## config.mk

```make
export PLATFORM = sky130hd
export DESIGN_NAME = mprh_slot_cell
export DESIGN_NICKNAME = d
export VERILOG_FILES = /design/src/hw/rtl/mprh_pkg.sv /design/src/hw/rtl/mprh_slot_cell.sv
export SDC_FILE = /design/constraint.sdc
export NUM_CORES = 2
export LEC_CHECK = 0
export BUFFER_PORTS_ARGS = -buffer_cell sky130_fd_sc_hd__buf_2
export CAP_MARGIN = 0
export CORE_ASPECT_RATIO = 0.7
export CORE_MARGIN = 1
export CORE_UTILIZATION = 61
export CTS_CLUSTER_SIZE = 30
export DETAILED_ROUTE_END_ITERATION = 7
export HOLD_SLACK_MARGIN = 0.05
export PLACE_DENSITY = 0.94
export SETUP_SLACK_MARGIN = 0.05
export SYNTH_ARGS = -nofsm -noshare
export SYNTH_HDL_FRONTEND = slang
export SYNTH_SLANG_ARGS = --single-unit
```

## constraint.sdc

```tcl
create_clock -name clock -period 5.8 [get_ports clock]
set_input_delay 1.74 -clock clock [delete_from_list [all_inputs] [get_ports clock]]
set_output_delay 1.74 -clock clock [all_outputs]
set_load 0.03 [all_outputs]
```

## src/hw/rtl/mprh_pkg.sv

```systemverilog
package mprh_pkg;

   // Request kinds carried on req_tuser
   typedef enum logic [1:0] {
      ACT_PATTERN_BYTE = 2'd0,
      ACT_PATTERN_LEN  = 2'd1,
      ACT_TEXT_BYTE    = 2'd2,
      ACT_NEW_TEXT     = 2'd3
   } mprh_action_type;

   localparam int ACTION_W   = 2;
   localparam int SLOT_W     = 4;
   localparam int CIDX_W     = 5;
   localparam int BYTE_W     = 8;
   localparam int PLEN_W     = 6;
   localparam int INDEX_W    = 4;
   localparam int POS_W      = 24;
   localparam int REQ_DATA_W = 24;
   localparam int RSP_DATA_W = 32;

   // Control for the text window shift line
   typedef struct packed {
      logic              shift;
      logic              restart;
      logic [BYTE_W-1:0] text_byte;
   } mprh_win_ctl_type;

endpackage

```

## src/hw/rtl/mprh_slot_cell.sv

```systemverilog
module mprh_slot_cell #(
   parameter int  MAX_PATTERN_LEN = 32,
   localparam int LEN_W           = $clog2(MAX_PATTERN_LEN + 1),
   localparam int IDX_W           = (MAX_PATTERN_LEN > 1) ? $clog2(MAX_PATTERN_LEN) : 1
) (
   input  logic                                             clock,
   input  logic                                             reset,
   input  logic                                             wr_byte_en,
   input  logic                                             wr_len_en,
   input  logic [IDX_W-1:0]                                 wr_index,
   input  logic [mprh_pkg::BYTE_W-1:0]                      wr_byte,
   input  logic [LEN_W-1:0]                                 wr_len,
   input  logic [MAX_PATTERN_LEN-1:0][mprh_pkg::BYTE_W-1:0] window,
   input  logic [LEN_W-1:0]                                 fill,
   output logic                                             hit,
   output logic [LEN_W-1:0]                                 len
);

   logic [MAX_PATTERN_LEN-1:0][mprh_pkg::BYTE_W-1:0] pat_ff, pat_in;
   logic [MAX_PATTERN_LEN-1:0][mprh_pkg::BYTE_W-1:0] cmp_ff;
   logic [LEN_W-1:0] len_ff, len_in;
   logic [LEN_W-1:0] amount;
   wire  [LEN_W:0][MAX_PATTERN_LEN-1:0][mprh_pkg::BYTE_W-1:0] stage;
   logic [MAX_PATTERN_LEN-1:0] lane_ok;

   always_comb begin
      pat_in = pat_ff;
      if (wr_byte_en) begin
         pat_in[wr_index] = wr_byte;
      end
   end

   assign len_in = wr_len_en ? wr_len : len_ff;

   // Compare image: entry i holds pattern byte len-1-i, so it lines up with window tap i.
   // Reverse the pattern, then shift it down by MAX - len.
   assign amount = LEN_W'(MAX_PATTERN_LEN) - len_in;

   for (genvar j = 0; j < MAX_PATTERN_LEN; j++) begin : g_rev
      assign stage[0][j] = pat_in[MAX_PATTERN_LEN-1-j];
   end

   for (genvar b = 0; b < LEN_W; b++) begin : g_stage
      for (genvar i = 0; i < MAX_PATTERN_LEN; i++) begin : g_lane
         if (i + (1 << b) < MAX_PATTERN_LEN) begin : g_mv
            assign stage[b+1][i] = amount[b] ? stage[b][i + (1 << b)] : stage[b][i];
         end else begin : g_zero
            assign stage[b+1][i] = amount[b] ? '0 : stage[b][i];
         end
      end
   end

   always_ff @(posedge clock) begin
      pat_ff <= pat_in;
      cmp_ff <= stage[LEN_W];
   end

   always_ff @(posedge clock) begin
      if (reset) begin
         len_ff <= '0;
      end else begin
         len_ff <= len_in;
      end
   end

   for (genvar i = 0; i < MAX_PATTERN_LEN; i++) begin : g_cmp
      assign lane_ok[i] = (LEN_W'(i) >= len_ff) || (window[i] == cmp_ff[i]);
   end

   assign hit = (len_ff != '0) && (len_ff <= fill) && (&lane_ok);
   assign len = len_ff;

endmodule

```

==> results of run 1 <==
metrics by stage:
stage	instances	TNS, ns
after floorplan	3631	0
after detailed placement	4602	-0.505
after global placement	4602	-0.397
after CTS	4688	0
logic make-up after synthesis:
group,count (synthesis)
muxes,386
DFF,518
adders and majority gates,9
xor gates and xnor gates,261
AOI/OAI and AO/OA,1339
and+or+nand+nor,801
buffers and inverters,317
repair_timing:
item	in CTS
endpoints found under the hold margin	0
resized for setup	15
pin swaps	8
endpoints found under the setup margin	1
gates cloned	0
setup buffers	1
routing by layer:
metal,track usage,GRT overflow
met1,0.690,15
met2,0.766,54
met3,0.607,28
met4,0.603,64
met5,0.407,3
==> impl_metrics.ini, run 1 <==
[outcome]
status = aborted with a tool error
stop_stage = global routing (5_1_grt)
error = [ERROR GRT-0116] Global routing finished with congestion. Check the congestion regions in the DRC Viewer.

[synthesis]
synth_fa_ha_area_frac = 0.00346
synth_area_per_cell_sq_um = 8.57
synth_compound_area_frac = 0.292
synth_xor_area_frac = 0.0740
seq_area_frac_synth = 0.333
synth_cell_types = 88
yosys-top-cells-count = dfxtp_1 (518), o21ai_0 (403), nand2_1 (280)
synth.most_common_cell = dfxtp_1
synthArstFlopShare = 0
syn_inst = 3631
synthFlopType = dfxtp_1
synth_nets = 3923
netlist_area_sq_mm = 0.0311
synth.top_cell.area_share = 0.333
synth-simple-area-share = 0.117
synth_mux_area_frac = 0.137
synth_top_family_by_area = compound AO/OA/AOI/OAI gates
yosysWarnings = 0
synth-seq-cells = 518
synth_edf_count = 0
synth_area_leaders = dfxtp_1 (33%), mux2_2 (7.3%), o21ai_0 (6.5%)
yosysTopAreaCell = dfxtp_1

[clock_tree]
clkSinkCount = 518
cts-htree-levels = 2
root_buffer = clkbuf_16
cts.path.max_buffers = 3
hold_buffers = 0
cts_buffers = 46

[die]
io_pins = 292
die_y_um = 191
die_x_um = 272
rows = 68
initial_core_util = 0.625

[global_route]
grt_pass1_vias = 39400
grt_max_degree = 105
grt_overflow = 164
grt_usage = 0.674
grt_pass1_wl_mm = 260

[place]
place_ws_ns = -0.505
place_congestion = 1.54
post_dp_cell_area_sq_mm = 0.0346
dp_hpwl_mm = 117
port-buffer-count = 291
==> run 2: changes to the inputs <==
==> config.mk (replaced) <==
export PLATFORM = sky130hd
export DESIGN_NAME = mprh_slot_cell
export DESIGN_NICKNAME = d
export VERILOG_FILES = /design/src/hw/rtl/mprh_pkg.sv /design/src/hw/rtl/mprh_slot_cell.sv
export SDC_FILE = /design/constraint.sdc
export NUM_CORES = 2
export LEC_CHECK = 0
export BUFFER_PORTS_ARGS = -buffer_cell sky130_fd_sc_hd__buf_2
export CAP_MARGIN = 0
export CORE_MARGIN = 1
export CORE_UTILIZATION = 40
export DETAILED_ROUTE_END_ITERATION = 7
export PLACE_DENSITY_LB_ADDON = 0.15
export SYNTH_ARGS = -nofsm -noshare
export SYNTH_HDL_FRONTEND = slang
export SYNTH_SLANG_ARGS = --single-unit
==> run 2 against run 1 <==
The flow now finishes, with violations (design-rule violations). Synthesized area unchanged. Synthesized cell count unchanged.
==> impl_metrics.ini, run 2 <==
[routing]
drc_errors = 1
wire_per_inst_um = 36.2
first_pass_iters = 8
via_count = 34600
routed_wirelength_mm = 190
ant_nets = 0
vias_per_cell = 6.60
drt-initial-drc-count = 5121

[cells_and_area]
layout_common_cells = dfxtp_1 (518), buf_4 (444), o21ai_0 (401)
final_layout_size_suffix_gt1_frac = 0.269
num-fill-cells = 7519
synthToLayoutAreaGrowth_pct = 23.7
final_common_cell = dfxtp_1
fin_nets = 4455

[worst_setup_path]
cp-end-kind = primary output
crit_type = in -> out
reg2reg_slack_ns = 1.53
worstPathRequired_ns = 4.06
path_max_fanout = 1
cp-start-kind = primary input
slowest_stage = a2111oi_2
crit_path_cell_trace = buf_2 -> xor2_1 -> nor4_2 -> buf_4 -> nand4_1 -> a2111oi_2 -> a31oi_1 -> a2111oi_2 -> buf_4
r2r-start = len[0]$_SDFF_PP0_
cp_slowest_stage_delay_ns = 0.44
reg2reg_to = cmp_ff[47]$_SDFF_PP0_
cp_data_arrival_time_ns = 3.97
reg2regPathDepth = 10

[synthesis]
synth-seq-cells = 518
synth_mux_area_frac = 0.137
synthArstFlopShare = 0
synth_xor_area_frac = 0.0740
synth_edf_count = 0
syn_inst = 3631
synth_area_leaders = dfxtp_1 (33%), mux2_2 (7.3%), o21ai_0 (6.5%)
yosysTopAreaCell = dfxtp_1
synth-simple-area-share = 0.117
synth_cell_types = 88
synth_top_family_by_area = compound AO/OA/AOI/OAI gates
synth_fa_ha_area_frac = 0.00346
synthFlopType = dfxtp_1
seq_area_frac_synth = 0.333
synth.most_common_cell = dfxtp_1
netlist_area_sq_mm = 0.0311
synth_nets = 3923
yosysWarnings = 0
synth_area_per_cell_sq_um = 8.57
synth_compound_area_frac = 0.292
synth.top_cell.area_share = 0.333
yosys-top-cells-count = dfxtp_1 (518), o21ai_0 (403), nand2_1 (280)

[timing]
slew_headroom = 0.247
post-route-period-util = 0.985
final-setup-viol-count = 0
worst_pin_slew_ns = 1.12
hold_violations = 0
max_freq_mhz = 175
finClkSkew_ns = 0.0243
rsz0062_at_grt = yes
maxSlewViolCount = 0
period_minus_slack_ns = 5.71
setup_ws_ns = 0.0884
fin_hold_ws_ns = 0.472

[worst_hold_path]
holdPathEnd = pat_ff[249]$_DFF_P_
hold_path.class = reg -> reg
hold_path.startpoint = pat_ff[249]$_DFF_P_
min_path_cells = 1

[pwr]
power_uw = 15100
swShare = 0.423
p_seq_frac = 0.308
p_int_uw = 8710
switchingPower_uw = 6390
pwr-share-comb = 0.449
p_per_area_mw_per_mm2 = 392
leakagePower_uw = 0.0155
ir_drop_uv = 283
power_frac_clock = 0.242

[die]
die_x_um = 281
core_sq_mm = 0.0765
dieArea_sq_mm = 0.0789
io_pins = 292
die_y_um = 281
initial_core_util = 0.407
rows = 101

[outcome]
violations = design-rule violations
status = finished with violations

[clock_tree]
cts.path.max_buffers = 3
cts-htree-levels = 2
hold_buffers = 0
path_clk_slew_ns = 0.06
cts_tree = yes
root_buffer = clkbuf_16
clkLatencyLatePin_ns = 0.62
clkSinkCount = 518
cts_buffers = 54

[place]
port-buffer-count = 291
place_ws_ns = -0.256
place_congestion = 1.09
dp_hpwl_mm = 153

[global_route]
grt_overflow = 0
grt_usage = 0.465
grt_pass1_wl_mm = 256
grt_max_degree = 70
grt_pass1_vias = 32000
antenna_found_initial = 6

[job]
cap_violations = 0
[run 2: timing repair]
item,in CTS,in global routing
pin swaps,4,5
buffers inserted,2,0
gates resized for setup,7,4
setup endpoints to repair,1,1
[run 2: cells by family after synthesis]
| logic type | after synthesis |
|---|---|
| buf+inv | 317 |
| flops | 518 |
| compound gates | 1339 |
| fa+ha+maj | 9 |
| simple gates | 801 |
| xor+xnor | 261 |
| mux | 386 |
[run 2: power groups by stage]
stage / registers [uW] / clock network [uW] / logic (uW)
finish: 4650 / 3660 / 6790
global route: 4700 / 3830 / 6770
floorplan: 4520 / 0 / 3050
detailed placement: 4710 / 0 / 6330
global placement: 4700 / 0 / 6360
CTS: 4630 / 3700 / 6370
[run 2: layout make-up]
| class | count | area [sq um] | area share |
|---|---|---|---|
| Antenna cell | 3 | 7.51 | 0.000195 |
| Clock buffer | 73 | 1510 | 0.0394 |
| Multi-Input combinational cell | 2796 | 19600 | 0.508 |
| Timing Repair Buffer | 757 | 5250 | 0.136 |
| Clock inverter | 28 | 353 | 0.00917 |
| Sequential cell | 518 | 10400 | 0.270 |
| Tap cell | 1030 | 1290 | 0.0335 |
| Inverter | 36 | 140 | 0.00364 |
[run 2: worst max-delay path by stage]
stage                start  end  cells after the start
2_1_floorplan   window[85]  hit                      8
3_3_place_gp   window[126]  hit                      9
3_5_place_dp    window[81]  hit                     11
4_1_cts         window[83]  hit                     11
5_1_grt        window[124]  hit                      9
6_report       window[126]  hit                      9
[run 2: critical path: cells and delay by family]
| kind | cells | cell delay, ns |
|---|---|---|
| AO/OA/AOI/OAI | 3 | 0.84 |
| buffers and inverters | 3 | 0.50 |
| XOR/XNOR | 1 | 0.14 |
| AND/OR/NAND/NOR | 2 | 0.74 |
[run 2: per-layer routing]
| metal | routed length (um) | global-route usage |
|---|---|---|
| met5 | 0 | 0 |
| met4 | 14100 | 0.286 |
| met3 | 21800 | 0.127 |
| met2 | 77800 | 0.678 |
| met1 | 76300 | 0.607 |
[run 2: through the flow]
step / cells / instance area (sq um) / utilization / setup TNS (ns)
after floorplan: 3631 / 31100 / - / 0
after global placement: 5135 / 36500 / 0.478 / -0.196
after detailed placement: 5135 / 36500 / 0.478 / -0.256
after CTS: 5238 / 38400 / 0.503 / 0
after global routing: 5238 / 38500 / 0.503 / 0
final: 5241 / 38500 / 0.503 / 0
(Power assumes the default switching activity.)
