<file path="src/hw/rtl/mprh_pkg.sv">
package mprh_pkg;

   // Request kinds carried on req_tuser
   typedef enum logic [1:0] {
      ACT_PATTERN_BYTE = 2'd0,
      ACT_PATTERN_LEN  = 2'd1,
      ACT_TEXT_BYTE    = 2'd2,
      ACT_NEW_TEXT     = 2'd3
   } mprh_action_type;

   localparam int ACTION_W   = 2;
   localparam int SLOT_W     = 4;
   localparam int CIDX_W     = 5;
   localparam int BYTE_W     = 8;
   localparam int PLEN_W     = 6;
   localparam int INDEX_W    = 4;
   localparam int POS_W      = 24;
   localparam int REQ_DATA_W = 24;
   localparam int RSP_DATA_W = 32;

   // Control for the text window shift line
   typedef struct packed {
      logic              shift;
      logic              restart;
      logic [BYTE_W-1:0] text_byte;
   } mprh_win_ctl_type;

endpackage

</file>
<file path="src/hw/rtl/mprh_emitter.sv">
module mprh_emitter #(
   parameter int  NUM_SLOTS       = 16,
   parameter int  MAX_PATTERN_LEN = 32,
   parameter int  COUNT_W         = 25,
   localparam int LEN_W           = $clog2(MAX_PATTERN_LEN + 1),
   localparam int SEL_W           = (NUM_SLOTS > 1) ? $clog2(NUM_SLOTS) : 1,
   localparam int DIFF_W          = (COUNT_W > mprh_pkg::POS_W) ? COUNT_W : mprh_pkg::POS_W
) (
   input  logic                                clock,
   input  logic                                reset,
   input  logic                                load,
   input  logic [NUM_SLOTS-1:0]                hits,
   input  logic [NUM_SLOTS-1:0][LEN_W-1:0]     lens,
   input  logic [COUNT_W-1:0]                  count,
   output logic                                load_ok,
   output logic                                rsp_valid,
   input  logic                                rsp_ready,
   output logic [mprh_pkg::INDEX_W-1:0]        rsp_index,
   output logic [mprh_pkg::POS_W-1:0]          rsp_pos,
   output logic                                rsp_last
);

   logic [NUM_SLOTS-1:0]            pend_ff, pend_in, pend_after;
   logic [NUM_SLOTS-1:0][LEN_W-1:0] lens_ff;
   logic [COUNT_W-1:0]              count_ff;
   logic                            valid_ff, valid_in;
   logic [mprh_pkg::INDEX_W-1:0]    index_ff;
   logic [mprh_pkg::POS_W-1:0]      pos_ff;
   logic                            last_ff;
   logic [SEL_W-1:0]                sel;
   logic                            found;
   logic                            out_free;
   logic                            emit;
   logic [DIFF_W-1:0]               diff;

   // Lowest pending slot goes out first
   always_comb begin
      sel   = '0;
      found = 1'b0;
      for (int i = 0; i < NUM_SLOTS; i++) begin
         if (!found && pend_ff[i]) begin
            sel   = SEL_W'(i);
            found = 1'b1;
         end
      end
   end

   assign out_free   = !valid_ff || rsp_ready;
   assign emit       = out_free && found;
   assign pend_after = emit ? (pend_ff & ~(NUM_SLOTS'(1) << sel)) : pend_ff;
   assign load_ok    = (pend_after == '0);
   assign pend_in    = load ? hits : pend_after;
   assign diff       = DIFF_W'(count_ff) - DIFF_W'(lens_ff[sel]);

   always_comb begin
      valid_in = valid_ff;
      if (emit) begin
         valid_in = 1'b1;
      end else if (out_free) begin
         valid_in = 1'b0;
      end
   end

   always_ff @(posedge clock) begin
      if (reset) begin
         pend_ff  <= '0;
         valid_ff <= 1'b0;
      end else begin
         pend_ff  <= pend_in;
         valid_ff <= valid_in;
      end
   end

   always_ff @(posedge clock) begin
      if (load) begin
         lens_ff  <= lens;
         count_ff <= count;
      end
      if (emit) begin
         index_ff <= mprh_pkg::INDEX_W'(sel);
         pos_ff   <= diff[mprh_pkg::POS_W-1:0];
         last_ff  <= (pend_after == '0);
      end
   end

   assign rsp_valid = valid_ff;
   assign rsp_index = index_ff;
   assign rsp_pos   = pos_ff;
   assign rsp_last  = last_ff;

endmodule

</file>
<file path="config.mk">
export PLATFORM = sky130hd
export DESIGN_NAME = mprh_emitter
export DESIGN_NICKNAME = d
export VERILOG_FILES = /design/src/hw/rtl/mprh_pkg.sv /design/src/hw/rtl/mprh_emitter.sv
export SDC_FILE = /design/constraint.sdc
export NUM_CORES = 1
export LEC_CHECK = 0
export ABC_AREA = 1
export BUFFER_PORTS_ARGS = -buffer_cell sky130_fd_sc_hd__buf_2
export CELL_PAD_IN_SITES_DETAIL_PLACEMENT = 0
export CELL_PAD_IN_SITES_GLOBAL_PLACEMENT = 2
export CORE_ASPECT_RATIO = 0.7
export CORE_MARGIN = 3
export CORE_UTILIZATION = 34
export CTS_BUF_LIST = sky130_fd_sc_hd__clkbuf_4 sky130_fd_sc_hd__clkbuf_8 sky130_fd_sc_hd__clkbuf_16
export DETAILED_ROUTE_END_ITERATION = 12
export PLACE_DENSITY_LB_ADDON = 0.3
export SYNTH_ARGS = -nofsm -noshare
export SYNTH_HDL_FRONTEND = slang
export SYNTH_SLANG_ARGS = --single-unit
</file>
<file path="constraint.sdc">
create_clock -name clock -period 5.7 [get_ports clock]
set_input_delay 0.57 -clock clock [delete_from_list [all_inputs] [get_ports clock]]
set_output_delay 0.57 -clock clock [all_outputs]
set_load 0.01 [all_outputs]
</file>
==> results.md, run 1 <==
* End point of the critical path: rsp_pos[19]
* #FFs+latches synth at 166
* Antenna violations before repair at 1
* WP data required at 5.87 ns
* Post-synth net total at 823
* Total power at 3354 uW
* Final period util at 89.18%
* Final Util at 43.49%
* Routed via count at 5255
* Post-Syn Instances at 675
* Reg2reg start: pend_ff[0]
* Clock network power share at 36.3%
* Logic pwr share at 18.3%
* 1st-pass router iterations at 5
* Max Fclk at 196.7 MHz
* Placed cell area at 0.008459 sq mm
* CTS max path bufs at 2
* First-pass GRT wire length at 28570 microns
* Pin count of the biggest net entering global routing at 77
* Slew margin rel. at 31.93%
* Root Driver: clkbuf_16
* Clock latency at the later pin of the worst-skew pair at 0.43 ns
* Startpoint types: flop
* Status: complete, no violations
* Slew of the pin with the lowest slew margin at 1.021 ns
* Min-Delay Path Class: in2reg
* Via density at 4.606
* Core footprint at 0.02098 sq mm
* DR iter-0 viols at 279
* FILL cells at 2036
* ANT cells at 0
* WP data arrival at 5.26 ns
* Cell variety after synth at 36
* Worst-path clk slew at 0.07 ns
* Syn. warnings at 0
* CP Buf/Inv Count at 1
* Share of cells above drive strength 1 at 26.59%
* Synthesized area at 0.007330 sq mm
* EDFF count, synth at 149
* Placed cells at 1109
* Crit path max-delay family: simple AND/OR/NAND/NOR gates
* RSZ-0062 raised after global routing: false
* Final hold vios at 0
* Setup Skew at 0.01272 ns
* P_int at 2403 uW
* Reg2Reg Depth at 30
* Worst vdd ir at 198.0 uV
* Crit-path slowest cell: dfxtp_1
* LEAKAGE at 0.004046 uW
* GR Util All Layers at 16.16%
* Remaining global-route overflow at 0
* Final GP Congestion at 0.7952
* Final setup vio count at 0
* Detailed Route WL at 18690 microns
* Fin Setup TNS at 0 ns
* Final ANT Viol Nets at 0
* Critical Path Start: pend_ff[0]
* Sw Share at 28.33%
* Final Max Slew Viols at 0
* R2R setup slack at 0.62 ns
* Num Clock Sinks at 166
* WP depth at 30
* CTS tree: yes
* Port bufs at 170
* Post-cts hold buffer count at 0
* Reg-to-reg endpoint: rsp_pos[19]
* Mapped Avg Cell Area at 10.86 sq um
* Die width at 181.5 microns
* Area delta synth->final at 24.45%
* Seq/Total Area, Yosys at 65.69%
* IO Count at 172
* Die Y-Extent at 128.8 microns
* Vias in the first global route at 5229
* Worst Setup End Kind: flop
* Final Critical Period at 5.083 ns
* FP Rows at 44
* CP max stage delay at 0.33 ns
* Die area at 0.02338 sq mm
* Layout Cells excl Fill at 1141
* P per Cell Area at 367.7 mW/mm^2
* Max Cap Viol at 0
* Asr flop ratio synth at 0%
* Nets at 1001
* Hpwl dp at 13400 microns
* CTS Buf Count at 17
* Initial Util at 34.94%
* Wire per inst at 16.38 microns
* CP most frequent cell: nand2_1
* Setup CP Type: reg2reg
* Seq pwr share at 45.4%
* Crit path max fanout at 20
* Switching power at 950.1 uW
* CTS H-tree depth at 4
* Post-route cell area at 0.009121 sq mm
* DRC Markers at 0
* Synth Flop Type: edfxtp_1
-- logic make-up after synthesis --
family | after synthesis | share of synthesized area [%]
AO/OA/AOI/OAI | 56 | 4.319
XOR/XNOR | 20 | 2.390
AND/OR/NAND/NOR | 313 | 19.75
adder cells (fa/ha/maj) | 7 | 1.297
flip-flops | 166 | 65.69
buffers and inverters | 113 | 6.555
-- cell type report --
cell class                      instances  area [sq um]  area share (%)
Sequential cell                       166          4815           52.78
Clock buffer                           17         425.4           4.664
Multi-Input combinational cell        396          2073           22.73
Timing Repair Buffer                  179         920.9           10.10
Inverter                               93         351.6           3.855
Tap cell                              276         345.3           3.786
Clock inverter                         14         190.2           2.085
-- layer usage --
layer / vias up / track usage [%] / share of wire [%]
li1: 2625 / - / -
met1: 2439 / 23.98 / 50
met2: 167 / 23.36 / 42
met3: 22 / 3.815 / 6.2
met4: 2 / 5.327 / 1.5
met5: - / 0 / 0.070
-- flip-flops by register name, summed over array words and instances (netlist names) --
name	cells
pend_ff	16
rsp_pos	24
rsp_index	4
rsp_last	1
count_ff	24
lens_ff	96
rsp_valid	1
-- timing repair --
action	CTS	global route
buffers inserted	0	1
setup endpoints to repair	0	7
endpoints found under the hold margin	0	0
resized for setup	0	7
-- power groups by stage --
stage / sequential (uW) / combinational (uW) / clock (uW)
floorplan: 1570 / 357 / 0
detailed placement: 1550 / 611 / 0
global placement: 1540 / 603 / 0
CTS: 1520 / 614 / 1240
finish: 1520 / 615 / 1220
global route: 1530 / 699 / 1300
-- cells in the mapped netlist (5+ instances only) --
library cell,n,area share (%)
nor2_1,89,4.6
nand4_1,17,1.5
inv_1,90,4.6
o211ai_1,10,1.0
nor3_1,11,0.75
xnor2_1,8,0.96
edfxtp_1,149,61
buf_2,6,0.41
dfxtp_1,17,4.6
a21oi_1,11,0.75
nand3_1,49,3.3
nand3b_1,9,0.92
nand2_1,120,6.1
ha_1,6,1.0
xor2_1,12,1.4
o21ai_0,32,2.2
clkbuf_1,5,0.26
-- cell usage in the layout (no fill, tap or decap), types with 5 or more instances in the layout --
cell type,instances
o211ai_1,10
a21oi_1,11
nand3b_1,9
dfxtp_1,17
nor2_1,88
buf_4,10
inv_6,5
ha_1,6
xnor2_1,8
nand2_1,120
inv_1,90
nor3_1,11
nand3_1,49
buf_2,169
o21ai_0,32
nand4_1,17
clkbuf_16,17
edfxtp_1,149
xor2_1,12
-- through the flow --
step,setup slack (ns),hold WS [ns]
final,0.6169,0.3111
after global routing,0.04030,0.2868
after CTS,0.1841,0.2932
after detailed placement,0.2392,0.5327
after global placement,0.2715,0.5244
after floorplan,1.679,0.4845
-- how the worst min path moves through the flow --
stage                     from      endpoint  slack [ns]  cells past startpoint
floorplan           pend_ff[0]    pend_ff[0]        0.48                      2
global placement    pend_ff[0]    pend_ff[0]        0.52                      2
detailed placement  pend_ff[0]    pend_ff[0]        0.53                      2
CTS                   lens[90]   lens_ff[90]        0.29                      1
global route         count[11]  count_ff[11]        0.29                      1
finish               count[12]  count_ff[12]        0.31                      1
Power figures use the tool's default switching activity.
==> run 2: changes to the inputs <==
Clock period 5.7 ns to 4.9 ns, I/O delays scaled along.
==> run 2 against run 1 <==
  * Wire length fell by 0.82%
  * Combinational power rose by 30%
  * Final cell count rose by 1.8%
  * Final area rose by 3.4%
  * Clock-buffer cell count did not move
  * Largest cell class unchanged
==> results.md, run 2 (same netlist as run 1, synthesis figures left out) <==
* Nets at 1021 (+2.0%)
* WP data arrival at 4.79 ns (-0.47 ns)
* PnR worst setup slack at 0.2982 ns (-0.3187 ns)
* Antenna violations before repair at 0 (-1)
* LEAKAGE at 0.004171 uW (+3.1%)
* CTS max path bufs at 2 (unchanged)
* Core footprint at 0.02098 sq mm (unchanged)
* Share of cells above drive strength 1 at 30.81% (+4.2 points)
* RSZ-0062 raised after global routing: true
* Port bufs at 170 (unchanged)
* CTS tree: yes
* ANT cells at 0 (unchanged)
* Commonest non-fill, non-tap cells in the layout: buf_2, edfxtp_1, nand2_1
* Remaining global-route overflow at 0 (unchanged)
* Num Clock Sinks at 166 (unchanged)
* DR iter-0 viols at 320 (+15%)
* Final Max Slew Viols at 0 (unchanged)
* Status: complete, no violations
* Final hold vios at 0 (unchanged)
* First-pass GRT wire length at 27810 microns (-2.7%)
* 1st-pass router iterations at 4 (-1)
* Slew margin rel. at 44.78% (+13 points)
* Die area at 0.02338 sq mm (unchanged)
* Routed via count at 5301 (+0.88%)
* Max Cap Viol at 0 (unchanged)
* Crit path max-delay family: simple AND/OR/NAND/NOR gates
* FP Rows at 44 (unchanged)
* CP Buf/Inv Count at 3 (+2)
* Crit path max fanout at 16 (-20%)
* Final Util at 44.98% (+1.5 points)
* Reg with most FFs: lens_ff
* Max FFs per register at 96 (unchanged)
* GR Util All Layers at 15.62% (-0.54 points)
* Worst-path clk slew at 0.07 ns (about the same)
* Final period util at 93.91% (+4.7 points)
* Setup Skew at 0.009617 ns (-0.003105 ns)
* Final GP Congestion at 0.7885 (-0.84%)
* P per Cell Area at 421.7 mW/mm^2 (+15%)
* CTS H-tree depth at 4 (unchanged)
* Vias in the first global route at 5116 (-2.2%)
* Post-cts hold buffer count at 0 (unchanged)
* Dpl ws at -0.1965 ns (-0.4356 ns)
* Via density at 4.562 (-0.95%)
* Commonest non-fill, non-tap cell in the layout: buf_2
* CP max stage delay at 0.35 ns (+0.02 ns)
* Area delta synth->final at 28.73%
* Post-route cell area at 0.009435 sq mm (+3.4%)
* Placed cell area at 0.008542 sq mm (+0.98%)
* Die width at 181.5 microns (unchanged)
* Initial Util at 34.94% (unchanged)
* Final ANT Viol Nets at 0 (unchanged)
* Max Fclk at 217.3 MHz (+10%)
* Detailed Route WL at 18540 microns (-0.82%)
* Startpoint types: flop
* Worst vdd ir at 222.8 uV (+13%)
* WP data required at 5.08 ns (-0.79 ns)
* Die Y-Extent at 128.8 microns (unchanged)
* Worst Setup End Kind: flop
* Hpwl dp at 13270 microns (-0.96%)
* IO Count at 172 (unchanged)
* Slew of the pin with the lowest slew margin at 0.8282 ns (-0.1928 ns)
* Min-Delay Path Class: in2reg
* Wire per inst at 15.95 microns (-2.6%)
* Clock latency at the later pin of the worst-skew pair at 0.43 ns (about the same)
* Final Critical Period at 4.602 ns (-0.4813 ns)
* CTS Buf Count at 17 (unchanged)
* DRC Markers at 0 (unchanged)
* Root Driver: clkbuf_16
* CP most frequent cell: nor2_4
* Crit-path slowest cell: dfxtp_1
* Setup CP Type: reg2reg
* Final setup vio count at 0 (unchanged)
* Pin count of the biggest net entering global routing at 64 (-17%)
==> run 2: through the flow <==
step | hold slack (ns) | std cells | total power (uW) | TNS (ns)
2_1_floorplan | 0.4845 | 675 | 2239 | 0
3_3_place_gp | 0.5170 | 1115 | 2522 | -0.04412
3_5_place_dp | 0.5294 | 1115 | 2531 | -0.4284
4_1_cts | 0.2168 | 1150 | 3955 | 0
5_1_grt | 0.2079 | 1162 | 4175 | -0.02452
6_report | 0.2332 | 1162 | 3979 | 0
==> run 2: final timing paths <==
path,start,end,slack [ns],cells after the start
worst max register to register,pend_ff[2],rsp_pos[19],0.30,31
worst max-delay path,pend_ff[2],rsp_pos[19],0.30,31
worst min-delay path,lens[54],lens_ff[54],0.23,1
worst min register to register,pend_ff[0],pend_ff[0],0.56,2
==> run 2: power breakdown <==
part	switching, uW	internal, uW	leakage [uW]
Combinational	482	319	0.00226
Sequential	52.8	1720	0.00161
Clock	589	815	0.000297
Total	1120	2860	0.00417
==> run 2: area by class of cell <==
class,count,area (sq um)
fillers,1991,11540
flip-flops and latches,166,4815
multi-input cells,396,2177
repair buffers,199,1129
clock buffers,17,425.4
inverters,93,355.3
well taps,276,345.3
clock inverters,15,188.9
==> run 2: routing by layer <==
metal	part of all wire (%)	GRT usage (%)	up-vias
met4	0.80	3.626	0
met1	51	23.35	2462
met2	43	22.55	158
li1	-	-	2669
met3	5.7	4.380	12
met5	0	0	-
==> run 2: timing repair <==
item,4_1_cts,5_1_grt
setup buffers,3,11
setup endpoints to repair,4,9
cloned,0,1
pin swaps,0,9
gates resized for setup,9,28
