<file path="src/hw/rtl/mprh_pkg.sv">
package mprh_pkg;

   // Request kinds carried on req_tuser
   typedef enum logic [1:0] {
      ACT_PATTERN_BYTE = 2'd0,
      ACT_PATTERN_LEN  = 2'd1,
      ACT_TEXT_BYTE    = 2'd2,
      ACT_NEW_TEXT     = 2'd3
   } mprh_action_type;

   localparam int ACTION_W   = 2;
   localparam int SLOT_W     = 4;
   localparam int CIDX_W     = 5;
   localparam int BYTE_W     = 8;
   localparam int PLEN_W     = 6;
   localparam int INDEX_W    = 4;
   localparam int POS_W      = 24;
   localparam int REQ_DATA_W = 24;
   localparam int RSP_DATA_W = 32;

   // Control for the text window shift line
   typedef struct packed {
      logic              shift;
      logic              restart;
      logic [BYTE_W-1:0] text_byte;
   } mprh_win_ctl_type;

endpackage

</file>
<file path="src/hw/rtl/mprh_window.sv">
module mprh_window #(
   parameter int              MAX_PATTERN_LEN = 32,
   parameter longint unsigned TEXT_LIMIT      = 64'd16777216,
   localparam int             LEN_W           = $clog2(MAX_PATTERN_LEN + 1),
   localparam int             COUNT_W         = $clog2(TEXT_LIMIT + 1)
) (
   input  logic                                        clock,
   input  logic                                        reset,
   input  mprh_pkg::mprh_win_ctl_type                  ctl,
   output logic [MAX_PATTERN_LEN-1:0][mprh_pkg::BYTE_W-1:0] window,
   output logic [LEN_W-1:0]                            fill,
   output logic [COUNT_W-1:0]                          count,
   output logic                                        at_limit
);

   logic [MAX_PATTERN_LEN-1:0][mprh_pkg::BYTE_W-1:0] win_ff, win_in;
   logic [LEN_W-1:0]   fill_ff, fill_in;
   logic [COUNT_W-1:0] count_ff, count_in;

   // Tap 0 holds the newest byte; each tap hands its byte to the next one
   always_comb begin
      win_in = win_ff;
      if (ctl.shift) begin
         win_in[0] = ctl.text_byte;
         for (int i = 1; i < MAX_PATTERN_LEN; i++) begin
            win_in[i] = win_ff[i-1];
         end
      end
   end

   always_comb begin
      fill_in  = fill_ff;
      count_in = count_ff;
      if (ctl.restart) begin
         fill_in  = '0;
         count_in = '0;
      end else if (ctl.shift) begin
         count_in = count_ff + COUNT_W'(1);
         if (fill_ff != LEN_W'(MAX_PATTERN_LEN)) begin
            fill_in = fill_ff + LEN_W'(1);
         end
      end
   end

   always_ff @(posedge clock) begin
      win_ff <= win_in;
   end

   always_ff @(posedge clock) begin
      if (reset) begin
         fill_ff  <= '0;
         count_ff <= '0;
      end else begin
         fill_ff  <= fill_in;
         count_ff <= count_in;
      end
   end

   assign window   = win_ff;
   assign fill     = fill_ff;
   assign count    = count_ff;
   assign at_limit = (count_ff == COUNT_W'(TEXT_LIMIT));

endmodule

</file>
<file path="config.mk">
export PLATFORM = sky130hd
export DESIGN_NAME = mprh_window
export DESIGN_NICKNAME = d
export VERILOG_FILES = /design/src/hw/rtl/mprh_pkg.sv /design/src/hw/rtl/mprh_window.sv
export SDC_FILE = /design/constraint.sdc
export NUM_CORES = 1
export LEC_CHECK = 0
export BUFFER_PORTS_ARGS = -buffer_cell sky130_fd_sc_hd__buf_2
export CAP_MARGIN = 25
export CORE_ASPECT_RATIO = 0.5
export CORE_MARGIN = 10
export CORE_UTILIZATION = 50
export DETAILED_ROUTE_END_ITERATION = 6
export GPL_TIMING_DRIVEN = 0
export PLACE_DENSITY = 0.79
export SYNTH_ARGS = -nofsm -noshare
export SYNTH_HDL_FRONTEND = slang
export SYNTH_SLANG_ARGS = --single-unit
</file>
<file path="constraint.sdc">
create_clock -name clock -period 2.4 [get_ports clock]
set_clock_uncertainty 0.2 [all_clocks]
set_input_delay 0.48 -clock clock [delete_from_list [all_inputs] [get_ports clock]]
set_output_delay 0.48 -clock clock [all_outputs]
set_load 0.02 [all_outputs]
</file>
==> results.cfg, run 1 <==
[outcome]
outcome = finished, final reports clean

[timing]
final.min_clock_period_ns = 2.36
finalHoldViolations = 0
slew_headroom = 0.605
achievable-frequency_mhz = 423
hold_slack_ns = 0.0923
worstMarginPinSlew_ns = 0.592
report.final.slew_viol_count = 0
unrepaired_setup_endpoints_after_global_routing = true
report.final.setup_viol = 0
min_period_over_period = 0.985
fin_ws_ns = 0.0369

[logic_synthesis]
syn_area_um2 = 9260
ys_types = 37
postSynthAreaPerCell_um2 = 21.4
synth_compound_gate_area_share = 0.0158
ys_seq_elements = 287
yosys.area_share.xor_xnor = 0.0151
syn_inst = 433
ys_warn_count = 0
synth_async_sr_flop_share = 0
synth_top_flop_cell = edfxtp_1
synthSimpleGateAreaFrac = 0.0543
synth_top_family_by_area = simple AND/OR/NAND/NOR gates
synth-edff-count = 256
synth.area.mux_share = 0.00324
yosys.area_share.adder = 0.00541
postSynthNetCount = 449
synth_seq_area_share = 0.898

[grt]
grt_antenna_before_repair = 0
all_layer_global_routing_usage = 0.175
pin_count_of_the_biggest_net_entering_global_routing = 142
grt_first_pass_wirelength_um = 32900
grt-ovfl-total = 0
first_global_vias = 5257

[final_layout]
final_layout_size_suffix_gt1_frac = 0.456
multi_input_area_um2 = 912
area.growth.synth_to_final_pct = 30.7
n_diodes = 0
nNetsFinal = 787
fill_cells = 1264
ff_latch_area_um2 = 8320

[floorplan]
dieHeight_um = 116
floorplan.io_pins = 300
floorplan.die.width_um = 212
design.core.area_um2 = 18300
starting_density_of_the_core = 0.506
design.die.area_um2 = 24700
placement_rows = 35

[setup_path]
worstSetupStartpointType = register
crit_path_max_fanout = 5
worst_setup_path_end_kind = primary output
worstPathRequired_ns = 1.72
cp_data_arrival_time_ns = 1.68
timing.setup.critical_path_class = register to primary output

[pwr]
worst_ir_drop_vdd_mv = 0.525
static_leakage_nw = 4.81
power-per-cell-area_nw_per_um2 = 879

[placement]
place.port_buffers = 299
gp_weighted_congestion = 0.828
dp_worst_setup_slack_ns = -0.590
hpwl_um = 15900

[clock_tree]
ctsLongestPathBuffers = 3
htreeDepth = 1
clock_insertion_delay_worst_skew_ns = 0.52
numCtsBuffers = 25
tritoncts = done
clock_sinks = 287
root_buffer = clkbuf_16
clkSlewWorstSetupHoldPaths_ns = 0.07

[routing]
drt_first_pass_iters = 6
drt-vias-per-instance = 5.12
antenna_left = 0
detailedRoute.firstIterationViolations = 412
via_total_after_detailed_routing = 5272
drt-wirelength-per-cell_um = 22.4
drcViolationCount = 0
detail_route.wirelength_um = 23000

[job]
cap_viol_max_count = 0

[min_path]
worst_hold_path_type = input port to register
## critical path, stage by stage, from the launching register on
cell     delay [ns]
dfxtp_4        0.37
inv_4          0.06
ha_4           0.14
nor4b_4        0.20
nand4_1        0.13
nor2_1         0.13
buf_4          0.15
## flip-flops by register name, indices dropped and copies added (netlist names)
signal  count
window    256
count      25
fill        6
## layout by cell type (no fill, tap or decap), types with 4 or more instances in the layout
cell type      synthesis  layout
xnor2_1                8       8
nand4_1               10      10
o21ai_0                5       5
clkinv_2               0       6
clkbuf_1               2       6
clkbuf_16              0      26
nor2_1                23      23
nor4_1                 6       6
nand3_1                5       5
buf_4                  2       6
or3_1                  5       5
nand2_1               15      15
dlygate4sd3_1          0       8
dfxtp_1               31      29
and4_1                 4       4
a21oi_1               10      10
edfxtp_1             256     256
buf_2                  2     298
xor2_1                 8       8
## synthesized netlist by cell type, types with 3 or more instances
| library cell | n | area, um^2 |
|---|---|---|
| edfxtp_1 | 256 | 7690 |
| dfxtp_1 | 31 | 621 |
| nor2_1 | 23 | 86.3 |
| nand2_1 | 15 | 56.3 |
| a21oi_1 | 10 | 50.1 |
| nand4_1 | 10 | 62.6 |
| xnor2_1 | 8 | 70.1 |
| xor2_1 | 8 | 70.1 |
| nor4_1 | 6 | 37.5 |
| inv_1 | 5 | 18.8 |
| nand3_1 | 5 | 25.0 |
| o21ai_0 | 5 | 25.0 |
| or3_1 | 5 | 31.3 |
| and4_1 | 4 | 35.0 |
| ha_1 | 4 | 50.1 |
| mux2i_1 | 3 | 30.0 |
| nor4b_1 | 3 | 26.3 |
| o31ai_1 | 3 | 22.5 |
| or4_1 | 3 | 22.5 |
## cells by family after synthesis
group,Yosys count
muxes,3
AOI/OAI and AO/OA,24
DFF,287
and+or+nand+nor,85
buffers and inverters,14
adders and majority gates,4
xor gates and xnor gates,16
## where the power goes
part | switching [mW] | internal (mW)
Clock | 1.76 | 2.26
Sequential | 0.130 | 5.73
Combinational | 0.549 | 0.197
Total | 2.44 | 8.19
## layout make-up
cell class,count,area share
Clock inverter,16,0.0143
Sequential cell,287,0.687
Clock buffer,29,0.0530
Tap cell,240,0.0248
Inverter,5,0.00197
Buffer,9,0.00507
Multi-Input combinational cell,132,0.0754
Timing Repair Buffer,311,0.138
## path summary, 6_finish.rpt
kind | from | endpoint | slack (ns) | cells past startpoint
worst max-delay path | count[0] | at_limit | 0.04 | 6
worst min-delay path | reset | count[22] | 0.09 | 3
worst max register to register | count[1] | count[18] | 0.21 | 6
worst min register to register | window[184] | window[192] | 0.24 | 0
## routing by layer
layer / track usage / vias to the layer above / wire length (um)
li1: - / 2374 / -
met1: 0.194 / 2608 / 8270
met2: 0.308 / 254 / 11800
met3: 0.0755 / 36 / 2490
met4: 0.0440 / 0 / 452
met5: 0 / - / 0
## through the flow
step	power, mW	util	setup TNS (ns)	instances	instance area, um^2
after CTS	10.7	0.657	0	1026	12000
final	10.6	0.661	0	1029	12100
after global routing	11.0	0.661	-0.0398	1029	12100
after global placement	6.68	0.604	-762.12	972	11100
after floorplan	6.28	-	0	433	9260
after detailed placement	6.70	0.606	-9.09	973	11100
## what timing repair did
item                                   4_1_cts  5_1_grt
resized for setup                           11        8
pin swaps                                    2        2
cloned                                       0        1
hold buffers                                 8        0
buffers inserted                             0        2
endpoints found under the hold margin        8        0
setup endpoints to repair                    4        5
Note: power is estimated with default switching activity, not from simulation.
==> run 2, diff against run 1 <==
--- a/config.mk
+++ b/config.mk
@@ -9,10 +9,10 @@
 export CAP_MARGIN = 25
 export CORE_ASPECT_RATIO = 0.5
 export CORE_MARGIN = 10
-export CORE_UTILIZATION = 50
+export CORE_UTILIZATION = 46
 export DETAILED_ROUTE_END_ITERATION = 6
 export GPL_TIMING_DRIVEN = 0
-export PLACE_DENSITY = 0.79
+export PLACE_DENSITY = 0.73
 export SYNTH_ARGS = -nofsm -noshare
 export SYNTH_HDL_FRONTEND = slang
 export SYNTH_SLANG_ARGS = --single-unit
==> results.cfg, run 2 (synthesis gave the netlist of run 1 again) <==
[outcome]
outcome = finished, final reports clean

[pwr]
seq_power_share = 0.553
pwr-share-clk = 0.376
static_leakage_nw = 4.84
switching_share = 0.226
worst_ir_drop_vdd_mv = 0.666
p_int_mw = 8.19
power.share.combinational = 0.071
power_switching_mw = 2.40
power-per-cell-area_nw_per_um2 = 870
post-layout-total-power_mw = 10.6

[timing]
report.final.slew_viol_count = 0
unrepaired_setup_endpoints_after_global_routing = true
finalHoldViolations = 0
worstMarginPinSlew_ns = 0.495
min_period_over_period = 0.974
finalSetupTns_ns = 0
slew_headroom = 0.668
achievable-frequency_mhz = 428
report.final.setup_viol = 0
final.min_clock_period_ns = 2.34

[routing]
drt-wirelength-per-cell_um = 21.8
drcViolationCount = 0
antenna_left = 0
via_total_after_detailed_routing = 5223
drt-vias-per-instance = 4.95
drt_first_pass_iters = 4
detail_route.wirelength_um = 23000
detailedRoute.firstIterationViolations = 337

[placement]
place.port_buffers = 299
dp_cells = 999
post_dp_cell_area_um2 = 11100
gp_weighted_congestion = 0.827
hpwl_um = 16200

[min_path]
worst_hold_path_type = input port to register
hold-path-cell-count = 3
whs_endpoint = count[22]
min_from = reset

[floorplan]
starting_density_of_the_core = 0.472
design.core.area_um2 = 19600
floorplan.die.width_um = 221
floorplan.io_pins = 300
design.die.area_um2 = 26500
dieHeight_um = 120
placement_rows = 36

[clock_tree]
tritoncts = done
clkSlewWorstSetupHoldPaths_ns = 0.07
numCtsBuffers = 25
htreeDepth = 1
root_buffer = clkbuf_16
clock_sinks = 287
ctsLongestPathBuffers = 3
clock_insertion_delay_worst_skew_ns = 0.51

[setup_path]
crit-reg2reg-capture = count[24]
crit-reg2reg-launch = count[0]
reg2reg_slack_ns = 0.34
timing.setup.critical_path_class = register to primary output
worstPathRequired_ns = 1.72
r2r.worst_path.cells = 6
worstSetupStartpointType = register
cp_data_arrival_time_ns = 1.66
crit_path_max_fanout = 7
worst_setup_path_end_kind = primary output

[grt]
grt_first_pass_wirelength_um = 33400
grt_antenna_before_repair = 0
pin_count_of_the_biggest_net_entering_global_routing = 66
all_layer_global_routing_usage = 0.164
grt-ovfl-total = 0
first_global_vias = 5282

[final_layout]
most_common_cell_after_layout_fill_and_taps_aside = buf_2
largest_register_ffs = 256
final_layout_size_suffix_gt1_frac = 0.457
postLayoutCellArea_um2 = 12200
nNetsFinal = 788
area.growth.synth_to_final_pct = 31.6
layoutNonFillerInstCount = 1056
n_diodes = 0
postLayoutCoreUtil = 0.621
layout.cells.most_common_list = buf_2 (299), edfxtp_1 (256), dfxtp_1 (29)

[job]
cap_viol_max_count = 0
-- run 2: worst max-delay path, cell delays in order (launching register included) --
cell     delay [ns]
dfxtp_1        0.39
nor4_1         0.35
nand4_1        0.15
nor2_1         0.12
buf_4          0.15
-- run 2: through the flow --
stage,hold WS [ns],setup slack [ns]
6_report,0.0644,0.0619
5_1_grt,0.0753,-0.0114
4_1_cts,0.0406,0.0103
3_5_place_dp,0.226,-1.13
3_3_place_gp,0.224,-3.72
2_1_floorplan,0.365,0.405
-- run 2: cell type report --
| class | count | area, um^2 |
|---|---|---|
| clock inverters | 16 | 165 |
| multi-input cells | 132 | 918 |
| clock buffers | 29 | 641 |
| fillers | 1402 | 7420 |
| well taps | 266 | 333 |
| flip-flops and latches | 287 | 8310 |
| inverters | 5 | 21.3 |
| plain buffers | 9 | 58.8 |
| repair buffers | 312 | 1730 |
-- run 2: per-layer routing --
layer,part of all wire,vias up,GRT usage
met1,0.36,2628,0.180
met5,0,-,0
met2,0.52,189,0.294
met4,0.015,0,0.0346
li1,-,2378,-
met3,0.11,28,0.0684
-- run 2: timing repair --
action | in CTS | in global routing
cloned | 2 | 1
setup buffers | 0 | 1
gates resized for setup | 5 | 11
hold buffers | 8 | 0
endpoints found under the hold margin | 8 | 0
pin swaps | 0 | 3
endpoints found under the setup margin | 23 | 7
-- run 2: worst max path at each step --
stage	from	end	slack, ns	cells past startpoint
after floorplan	count[0]	count[24]	0.40	5
after CTS	count[0]	at_limit	0.01	6
after global routing	count[3]	at_limit	-0.01	5
final	count[13]	at_limit	0.06	4
after detailed placement	ctl[9]	count[24]	-1.13	7
after global placement	ctl[9]	count[18]	-3.72	6
-- run 2: power groups by stage --
stage,clock (mW),sequential (mW),combinational [mW]
2_1_floorplan,0,6.26,0.0226
6_report,3.98,5.86,0.754
3_5_place_dp,0,5.97,0.727
3_3_place_gp,0,5.97,0.716
4_1_cts,4.08,5.86,0.758
5_1_grt,4.28,5.89,0.794
==> run 3, diff against run 2 <==
--- a/config.mk
+++ b/config.mk
@@ -5,6 +5,7 @@
 export SDC_FILE = /design/constraint.sdc
 export NUM_CORES = 1
 export LEC_CHECK = 0
+export ABC_AREA = 1
 export BUFFER_PORTS_ARGS = -buffer_cell sky130_fd_sc_hd__buf_2
 export CAP_MARGIN = 25
 export CORE_ASPECT_RATIO = 0.5
==> results.cfg, run 3 <==
[outcome]
outcome = finished, final reports clean

[pwr]
power-per-cell-area_nw_per_um2 = 886
seq_power_share = 0.534
pwr-share-clk = 0.398
static_leakage_nw = 4.88
switching_share = 0.217
power.share.combinational = 0.068
power_switching_mw = 2.39
worst_ir_drop_vdd_mv = 0.596
p_int_mw = 8.59
post-layout-total-power_mw = 11.0

[final_layout]
final_layout_size_suffix_gt1_frac = 0.423
postLayoutCoreUtil = 0.606
postLayoutCellArea_um2 = 12400
n_diodes = 0
layoutNonFillerInstCount = 1158
most_common_cell_after_layout_fill_and_taps_aside = buf_2
area.growth.synth_to_final_pct = 30.4
nNetsFinal = 884
largest_register_ffs = 256
layout.cells.most_common_list = buf_2 (299), edfxtp_1 (256), nand2_1 (62)

[grt]
grt_first_pass_wirelength_um = 34000
grt_antenna_before_repair = 0
grt-ovfl-total = 0
pin_count_of_the_biggest_net_entering_global_routing = 140
all_layer_global_routing_usage = 0.161
first_global_vias = 5564

[setup_path]
worst_setup_path_end_kind = primary output
slowest_delay_ns = 0.36
cp_data_arrival_time_ns = 1.63
crit_slowest_cell = dfxtp_4
path_cells = inv_2 -> ha_4 -> nand3_1 -> nor2_1 -> nand3_1 -> nor2_1 -> buf_4
worstPathRequired_ns = 1.72
crit_path_max_fanout = 5
worstSetupStartpointType = register
timing.setup.critical_path_class = register to primary output

[clock_tree]
clock_sinks = 287
clock_insertion_delay_worst_skew_ns = 0.52
ctsLongestPathBuffers = 3
numCtsBuffers = 25
root_buffer = clkbuf_16
tritoncts = done
htreeDepth = 1
clkSlewWorstSetupHoldPaths_ns = 0.07

[timing]
finalSetupTns_ns = 0
worstMarginPinSlew_ns = 0.877
report.final.setup_viol = 0
slew_headroom = 0.415
min_period_over_period = 0.961
hold_slack_ns = 0.156
fin_ws_ns = 0.0927
final.min_clock_period_ns = 2.31
report.final.slew_viol_count = 0
finalHoldViolations = 0
achievable-frequency_mhz = 433

[logic_synthesis]
yosysTopAreaCell = edfxtp_1
synth_async_sr_flop_share = 0
synth_top_flop_cell = edfxtp_1
ys_warn_count = 0
postSynthNetCount = 548
synthTopCellsByCount = edfxtp_1 (256), nand2_1 (62), nor2_1 (46), inv_1 (32), dfxtp_1 (31)
syn_area_um2 = 9490
synth_seq_area_share = 0.875
postSynthAreaPerCell_um2 = 17.8
synth-edff-count = 256
synth_most_common_cell = edfxtp_1
ys_seq_elements = 287
synth_top_cell_area_share = 0.810
syn_inst = 532
netlist_top_cells_area = edfxtp_1 (81%), dfxtp_1 (6.5%), nand2_1 (2.5%), nor2_1 (1.8%), inv_1 (1.3%)
ys_types = 27

[routing]
drt-wirelength-per-cell_um = 20.1
antenna_left = 0
via_total_after_detailed_routing = 5650
drt-vias-per-instance = 4.88
drcViolationCount = 0
detail_route.wirelength_um = 23200
detailedRoute.firstIterationViolations = 477
drt_first_pass_iters = 5

[min_path]
worst_hold_path_type = input port to register

[floorplan]
placement_rows = 37
design.core.area_um2 = 20400
starting_density_of_the_core = 0.465
floorplan.io_pins = 300
dieHeight_um = 122
design.die.area_um2 = 27100
floorplan.die.width_um = 223

[placement]
post_dp_cell_area_um2 = 11400
dp_cells = 1105
hpwl_um = 16800
dp_worst_setup_slack_ns = -0.00344
place.port_buffers = 299
gp_weighted_congestion = 0.904

[job]
cap_viol_max_count = 0
run 3: final cells by class:
class                      count  area, um^2
clock buffer                  28         637
fill                        1536        8040
tap                          273         342
sequential                   287        8320
multi-input combinational    206        1050
inverter                      35         131
buffer                         4        25.0
timing repair buffer         309        1620
clock inverter                16         259
run 3: worst paths after layout:
path                             startpoint     endpoint  slack (ns)  cells past startpoint
worst max-delay path               count[0]     at_limit        0.09                      7
worst min-delay path                  reset     count[9]        0.16                      5
worst max register to register     count[1]    count[24]        0.64                      9
worst min register to register  window[140]  window[148]        0.24                      0
run 3: timing repair:
action / in CTS / in global routing
pin swaps: 1 / 3
endpoints found under the hold margin: 8 / 0
buffers inserted: 0 / 1
gates cloned: 0 / 0
setup endpoints to repair: 1 / 1
gates resized for setup: 3 / 7
hold buffers: 8 / 0
run 3: routing by layer:
| layer | track usage | up-vias | routed length (um) |
|---|---|---|---|
| met5 | 0 | - | 0 |
| met4 | 0.0344 | 0 | 346 |
| met3 | 0.0641 | 29 | 2210 |
| met2 | 0.281 | 209 | 12100 |
| met1 | 0.185 | 2796 | 8600 |
| li1 | - | 2616 | - |
run 3: power by group through the flow:
stage,clock (mW),combinational [mW],sequential [mW]
final,4.37,0.743,5.86
after global routing,4.66,0.781,5.89
after CTS,4.46,0.750,5.86
after detailed placement,0,0.739,5.97
after global placement,0,0.729,5.97
after floorplan,0,0.0291,6.26
run 3: worst max-delay path: cells and delay by family, from the launching register on:
kind	cells	cell delay (ns)
flops	1	0.36
buf+inv	2	0.22
simple gates	4	0.39
fa+ha+maj	1	0.13
run 3: logic make-up (layout without fill, tap and decap cells):
logic type | count (synthesis) | count (layout) | synth area share
xor gates and xnor gates | 2 | 2 | 0.00185
adders and majority gates | 4 | 4 | 0.00527
and+or+nand+nor | 169 | 169 | 0.0836
DFF | 287 | 287 | 0.875
buffers and inverters | 39 | 392 | 0.0165
AOI/OAI and AO/OA | 31 | 31 | 0.0175
